===== src/design/sbps_pkg.sv =====
// Package of the scored bucket priority stack: command, status and register codes,
// the packed entry record and the controller/datapath interface structs. No dependencies.
`default_nettype none
package sbps_pkg;

   localparam logic [1:0] CMD_PUSH  = 2'd0;
   localparam logic [1:0] CMD_POP   = 2'd1;
   localparam logic [1:0] CMD_CLEAR = 2'd2;

   localparam logic [1:0] STATUS_OK      = 2'd0;
   localparam logic [1:0] STATUS_EMPTY   = 2'd1;
   localparam logic [1:0] STATUS_DROPPED = 2'd2;

   localparam logic [1:0] CSR_MISMATCH   = 2'd0;
   localparam logic [1:0] CSR_GAP_OPEN   = 2'd1;
   localparam logic [1:0] CSR_GAP_EXTEND = 2'd2;

   localparam int POS_W     = 10;
   localparam int COUNT_W   = 5;
   localparam int STATE_W   = 2;
   localparam int PEN_W     = 6;
   localparam int PROD_W    = COUNT_W + PEN_W;
   localparam int SCORE_W   = PROD_W + 2;
   localparam int ENTRIES_W = 12;
   localparam int WORD_W    = 32;

   localparam logic [PEN_W-1:0] MISMATCH_RESET   = 6'd3;
   localparam logic [PEN_W-1:0] GAP_OPEN_RESET   = 6'd11;
   localparam logic [PEN_W-1:0] GAP_EXTEND_RESET = 6'd4;

   typedef struct packed {
      logic [POS_W-1:0]   last_diff;
      logic [STATE_W-1:0] align_state;
      logic [COUNT_W-1:0] deletions;
      logic [COUNT_W-1:0] insertions;
      logic [COUNT_W-1:0] gap_extends;
      logic [COUNT_W-1:0] gap_opens;
      logic [COUNT_W-1:0] mismatches;
      logic [POS_W-1:0]   position;
   } entry_info_type;

   typedef struct packed {
      logic capture;
      logic calc;
      logic read;
      logic exec;
      logic scan;
      logic load;
   } dp_cmd_type;

   typedef struct packed {
      logic need_scan;
      logic scan_done;
      logic rsp_free;
   } dp_stat_type;

   // Index of the lowest set bit of a word; zero when the word is empty.
   function automatic logic [4:0] lowest_set(input logic [WORD_W-1:0] w);
      logic [4:0] idx;
      idx = '0;
      for (int i = WORD_W - 1; i >= 0; i--) begin
         if (w[i]) idx = 5'(i);
      end
      return idx;
   endfunction

endpackage
`default_nettype wire


===== src/design/sbps_ctrl.sv =====
// Sequencing state machine of the scored bucket priority stack.
// Depends on sbps_pkg; drives the datapath through dp_cmd_type.
`default_nettype none
module sbps_ctrl (
   input  wire                  clock,
   input  wire                  reset,
   input  wire                  req_valid,
   output logic                 req_ready,
   input  sbps_pkg::dp_stat_type stat,
   output sbps_pkg::dp_cmd_type  cmd
);
   import sbps_pkg::*;

   localparam logic [2:0] S_IDLE = 3'd0;
   localparam logic [2:0] S_CALC = 3'd1;
   localparam logic [2:0] S_READ = 3'd2;
   localparam logic [2:0] S_EXEC = 3'd3;
   localparam logic [2:0] S_SCAN = 3'd4;
   localparam logic [2:0] S_DONE = 3'd5;

   logic [2:0] state_ff, state_in;

   always_comb begin
      state_in = state_ff;
      cmd      = '0;
      req_ready = 1'b0;
      case (state_ff)
         S_IDLE: begin
            req_ready = 1'b1;
            if (req_valid) begin
               cmd.capture = 1'b1;
               state_in = S_CALC;
            end
         end
         S_CALC: begin
            cmd.calc = 1'b1;
            state_in = S_READ;
         end
         S_READ: begin
            cmd.read = 1'b1;
            state_in = S_EXEC;
         end
         S_EXEC: begin
            cmd.exec = 1'b1;
            state_in = stat.need_scan ? S_SCAN : S_DONE;
         end
         S_SCAN: begin
            cmd.scan = 1'b1;
            if (stat.scan_done) state_in = S_DONE;
         end
         S_DONE: begin
            if (stat.rsp_free) begin
               cmd.load = 1'b1;
               state_in = S_IDLE;
            end
         end
         default: state_in = S_IDLE;
      endcase
   end

   always_ff @(posedge clock) begin
      if (reset) state_ff <= S_IDLE;
      else       state_ff <= state_in;
   end

endmodule
`default_nettype wire


===== config.mk =====
export PLATFORM = sky130hd
export DESIGN_NAME = sbps_ctrl
export DESIGN_NICKNAME = d
export VERILOG_FILES = /design/src/design/sbps_pkg.sv /design/src/design/sbps_ctrl.sv
export SDC_FILE = /design/constraint.sdc
export NUM_CORES = 1
export LEC_CHECK = 0
export BUFFER_PORTS_ARGS = -buffer_cell sky130_fd_sc_hd__buf_2
export CORE_AREA = 2 2 39 41
export CTS_BUF_LIST = sky130_fd_sc_hd__clkbuf_2 sky130_fd_sc_hd__clkbuf_4 sky130_fd_sc_hd__clkbuf_8
export DETAILED_ROUTE_END_ITERATION = 10
export DIE_AREA = 0 0 41 43
export HOLD_SLACK_MARGIN = 0.05
export PLACE_DENSITY = 0.47
export SLEW_MARGIN = 0
export SYNTH_ARGS = -nofsm -noshare
export SYNTH_HDL_FRONTEND = slang
export SYNTH_SLANG_ARGS = --single-unit

===== constraint.sdc =====
create_clock -name clock -period 0.9 [get_ports clock]
set_input_delay 0.135 -clock clock [delete_from_list [all_inputs] [get_ports clock]]
set_output_delay 0.135 -clock clock [all_outputs]
set_load 0.005 [all_outputs]

==> qor.yml, run 1 <==
gp_congestion: 0.742
reg.largest.list: "state_ff: 3 flops"
synth-seq-cells: 3
fp.dieH_um: 43
worstSetupEndpoint: "cmd[5]"
syn-instance-count: 28
die_area_sq_um: 1760
powerDensity_nw_per_um2: 2260
vias: 279
slew_headroom_pct: 90.4
r2r_end: "state_ff[2]$_SDFFE_PP0P_"
fmax_mhz: 808
cts-root-buf: "clkbuf_4"
cts_hold_buf: 0
wl_um: 680
regArea_sq_um: 66.3
grt_max_degree: 8
cts_inserted_buffers: 3
fill_cells: 154
multi_input_area_sq_um: 161
synthesis.nets: 34
finalWorstSetupSlack_ps: -337
synth_area_leaders: "dfxtp_1 26%, a21oi_1 11%, buf_6 9.8%"
post-route-util_pct: 32.6
worstPathRequired_ps: 760
min_period_ps: 1240
hp-class: "primary input to flop"
clockBufferDepth: 2
slew_violations: 0
crit_fanout: 7
maxCapViolCount: 0
ant_nets: 0
synth_top_area_cell: "dfxtp_1"
crit_start: "state_ff[0]$_SDFFE_PP0P_"
power_leakage_nw: 0.220
violations: "negative setup slack"
max_flop_register: "state_ff"
worst_ep_arrival_time_ps: 1100
setup_viol: 9
hold_violations: 0
vdd_drop_max_v: 0.00129
syn_area_sq_um: 229
clock_sinks: 3
start_kind: "flop"
finalSetupTns_ps: -2010
cts_tree: "yes"
rows: 14
critPathKind: "flop to output pin"
drt-initial-drc-count: 0
status: "finished with violations"
port_buffers: 12
drive_gt1_share_pct: 69.2
avgSynthCellArea_sq_um: 8.18
worst_slew_pin_slew_ps: 140
rsz0062_at_grt: "yes"
nets: 59
coreArea_sq_um: 1380
yosysSeqAreaShare_pct: 26.2
grt_first_pass_wirelength_um: 1150
wl_per_cell_um: 10.0
largest_reg_flops: 3
dr.pass1.iters: 1
synth_cell_types: 18
total_power_mw: 1.02
yosysWarnings: 0
synth_top_area_share_pct: 26.2
rr_worst_depth: 5
cts_htree_levels: 1
overflow: 0
drcViolationCount: 0
skew_ps: 6.95
area_growth_pct: 97.3
antenna_found_initial: 0
grt_pass1_vias: 286
r2r_setup_slack_ps: -90
clk-insertion-delay-late_ps: 240
io_pins: 13
initial_core_util_pct: 16.5
antenna_cells: 0
end_kind: "output pin"
grt_usage_pct: 9.73
vias_per_cell: 4.10
fin_crit_sh_pct: 137
clk_pin_slew_worst_paths_ps: 40
r2r-start: "state_ff[1]$_SDFFE_PP0P_"
fp.dieW_um: 41
==> how the worst min path moves through the flow <==
| stage | to | slack (ps) | startpoint | depth (start not counted) |
|---|---|---|---|---|
| final | state_ff[2]$_SDFFE_PP0P_ | 100 | reset | 2 |
| after global routing | state_ff[1]$_SDFFE_PP0P_ | 100 | reset | 2 |
| after CTS | state_ff[2]$_SDFFE_PP0P_ | 80 | reset | 2 |
| after detailed placement | state_ff[2]$_SDFFE_PP0P_ | 330 | reset | 2 |
| after global placement | state_ff[2]$_SDFFE_PP0P_ | 340 | reset | 2 |
| after floorplan | state_ff[2]$_SDFFE_PP0P_ | 200 | reset | 1 |
==> timing repair <==
item / 4_1_cts / 5_1_grt
pin swaps: 5 / 3
gates resized for setup: 7 / 6
setup endpoints to repair: 9 / 10
buffers inserted: 3 / 0
==> cell families (layout without fill, tap and decap cells) <==
family,count (synthesis),in the layout,synth area share [%]
compound gates,6,6,14.2
xor+xnor,1,1,3.83
buf+inv,4,28,14.8
flops,3,3,26.2
mux,1,1,4.37
simple gates,13,13,36.6
==> per-stage QoR <==
| step | hold WS, ps | worst slack [ps] | instances | area, sq um |
|---|---|---|---|---|
| finish | 97.0 | -337 | 68 | 452 |
| global route | 102 | -374 | 68 | 452 |
| CTS | 78.3 | -345 | 68 | 428 |
| detailed placement | 335 | -128 | 61 | 358 |
| global placement | 335 | -139 | 61 | 358 |
| floorplan | 204 | 8.38 | 28 | 235 |
==> placed cells by master, fill, tap and decap left out <==
master    netlist  routed
nor3b_1         2       1
nor3_2          1       1
nor2_2          0       1
a21oi_2         0       2
or2b_1          1       1
buf_4           1       6
a21oi_1         5       3
mux2i_1         1       1
dfxtp_2         0       2
xnor2_1         1       1
nand2_1         2       2
buf_6           2       4
inv_1           1       1
nor3b_2         0       1
dfxtp_4         0       1
buf_12          0       1
and4b_1         1       1
or2_1           1       1
nand2b_1        1       1
o21a_1          1       1
clkbuf_4        0       4
nor3_4          0       1
and2_1          2       2
buf_2           0      12
==> power breakdown <==
group          switching (mW)  total, mW  internal [mW]
Clock                  0.0750      0.271          0.196
Combinational           0.209      0.542          0.332
Sequential             0.0392      0.210          0.170
==> synthesized netlist by cell type <==
cell / count
buf_4: 1
dfxtp_1: 3
nand2_1: 2
inv_1: 1
and2_1: 2
or2_1: 1
nor2_1: 1
buf_6: 2
mux2i_1: 1
nand2b_1: 1
and4b_1: 1
o21a_1: 1
nor3b_1: 2
or2b_1: 1
a21oi_1: 5
xnor2_1: 1
nor3_1: 1
nor3_2: 1
==> metal layers <==
metal / share of wire, % / wire (um) / global-route usage (%)
met2: 56 / 383 / 15.3
met3: 6.2 / 42 / 4.71
met5: 0 / 0 / 0
met1: 37 / 253 / 10.6
met4: 0 / 0 / 4.00
==> cell type report <==
class                      instances  area share (%)
clock buffer                       4            6.65
inverter                           1           0.831
multi-input combinational         21            35.7
sequential                         3            14.7
tap                               16            4.43
timing repair buffer              23            37.7
==> critical path, stage by stage, from the launching register on <==
cell	delay [ps]
dfxtp_2	330
buf_12	130
nor3_4	160
and2_1	130
buf_2	100
(Power assumes the default switching activity.)
==> inputs of run 2 (changes only) <==
REMOVE_ABC_BUFFERS = 1   (was unset)
==> qor.yml, run 2 (synthesis gave the netlist of run 1 again) <==
hold_violations: 0  # unchanged
rsz0062_at_grt: "yes"
hp-class: "primary input to flop"
vdd_drop_max_v: 0.000576  # -55%
antenna_cells: 0  # unchanged
wl_per_cell_um: 9.13  # -8.7%
antenna_found_initial: 0  # unchanged
final_common_cell: "buf_2"
vias: 278  # -0.36%
fin_crit_sh_pct: 132  # -5.1 points
critPathKind: "flop to output pin"
violations: "negative setup slack"
fp.dieW_um: 41  # unchanged
nets: 58  # -1.7%
cts_htree_levels: 1  # unchanged
cts_tree: "yes"
drt-initial-drc-count: 0  # unchanged
coreArea_sq_um: 1380  # unchanged
dr.pass1.iters: 1  # unchanged
grt_pass1_vias: 261  # -8.7%
drcViolationCount: 0  # unchanged
post-route-util_pct: 31.3  # -1.4 points
setup_viol: 10  # +1
finalSetupTns_ps: -1770  # +244 ps
clock_sinks: 3  # unchanged
io_pins: 13  # unchanged
clockBufferDepth: 2  # unchanged
multi_input_area_sq_um: 161  # unchanged
regArea_sq_um: 71.3  # +7.5%
worst_hold_startpoint: "reset"
grt_usage_pct: 7.92  # -1.8 points
end_kind: "output pin"
maxCapViolCount: 0  # unchanged
dpl-instance-area_sq_um: 317  # -12%
min_period_ps: 1190  # -45.9 ps
wl_um: 612  # -10%
cts_inserted_buffers: 3  # unchanged
r2r-start: "state_ff[2]$_SDFFE_PP0P_"
power_leakage_nw: 0.211  # -4.1%
finalHoldWorstSlack_ps: 80.9  # -16.1 ps
finalWorstSetupSlack_ps: -291  # +45.9 ps
worst_slew_pin_slew_ps: 129  # -10.6 ps
fmax_mhz: 840  # +3.9%
reg.largest.list: "state_ff: 3 flops"
grt_max_degree: 8  # unchanged
clk-insertion-delay-late_ps: 230  # about the same
crit_start: "state_ff[0]$_SDFFE_PP0P_"
area_growth_pct: 89.1
slew_headroom_pct: 91.2  # +0.73 points
fp.dieH_um: 43  # unchanged
final_cell_mix: "12 x buf_2, 7 x buf_4, 4 x clkbuf_4"
dpl.hpwl_um: 418
cts-root-buf: "clkbuf_4"
skew_ps: 0.886  # -6.07 ps
port_buffers: 12  # unchanged
fill_cells: 147  # -4.5%
crit_fanout: 7  # unchanged
initial_core_util_pct: 16.5  # unchanged
gp_congestion: 0.662  # -11%
status: "finished with violations"
fin_area_sq_um: 433  # -4.2%
rows: 14  # unchanged
drive_gt1_share_pct: 68.6  # -0.60 points
worst_ep_arrival_time_ps: 1060  # -40 ps
slew_violations: 0  # unchanged
start_kind: "flop"
ant_nets: 0  # unchanged
largest_reg_flops: 3  # unchanged
dp_slack_ps: -166  # -37.6 ps
vias_per_cell: 4.15  # +1.1%
worstPathRequired_ps: 760  # about the same
powerDensity_nw_per_um2: 2210  # -2.3%
die_area_sq_um: 1760  # unchanged
clk_pin_slew_worst_paths_ps: 40  # about the same
overflow: 0  # unchanged
max_flop_register: "state_ff"
grt_first_pass_wirelength_um: 876  # -23%
[run 2: cell type report]
type | count | share of cell area (%)
Clock buffer | 4 | 6.94
Sequential cell | 3 | 16.5
Timing Repair Buffer | 22 | 33.8
Tap cell | 16 | 4.62
Inverter | 1 | 0.867
Multi-Input combinational cell | 21 | 37.3
[run 2: worst paths after layout]
| path | end | slack (ps) | cells after the start |
|---|---|---|---|
| setup / recovery | cmd[2] | -290 | 4 |
| hold / removal | state_ff[2]$_SDFFE_PP0P_ | 80 | 2 |
| setup reg to reg | state_ff[0]$_SDFFE_PP0P_ | -130 | 4 |
| hold reg to reg | state_ff[1]$_SDFFE_PP0P_ | 580 | 2 |
[run 2: repair_timing]
| action | in CTS | in global routing |
|---|---|---|
| buffers inserted | 4 | 1 |
| endpoints found under the setup margin | 10 | 10 |
| pin swaps | 1 | 3 |
| gates resized for setup | 12 | 3 |
| hold buffers | 0 | 0 |
[run 2: routing by layer]
metal  global-route usage, %  part of all wire, %  vias to the layer above
li1                        -                    -                      143
met4                    8.00                    0                        0
met5                       0                    0                        -
met3                    3.66                  9.0                        0
met1                    6.09                   33                      127
met2                    12.8                   58                        8
[run 2: power by group]
part / switching [mW] / internal, mW
sequential: 0.0624 / 0.178
clock: 0.0681 / 0.196
combinational: 0.165 / 0.288
[run 2: metrics by stage]
stage,power [mW],cells
final,0.957,67
after global routing,1.03,67
after CTS,0.937,66
after detailed placement,0.552,58
after global placement,0.554,58
after floorplan,0.373,25
[run 2: worst max-delay path: stages (launching register included)]
cell and delay [ps]:
dfxtp_4 390, nand2_2 50, or2_1 240, inv_1 50, buf_2 100
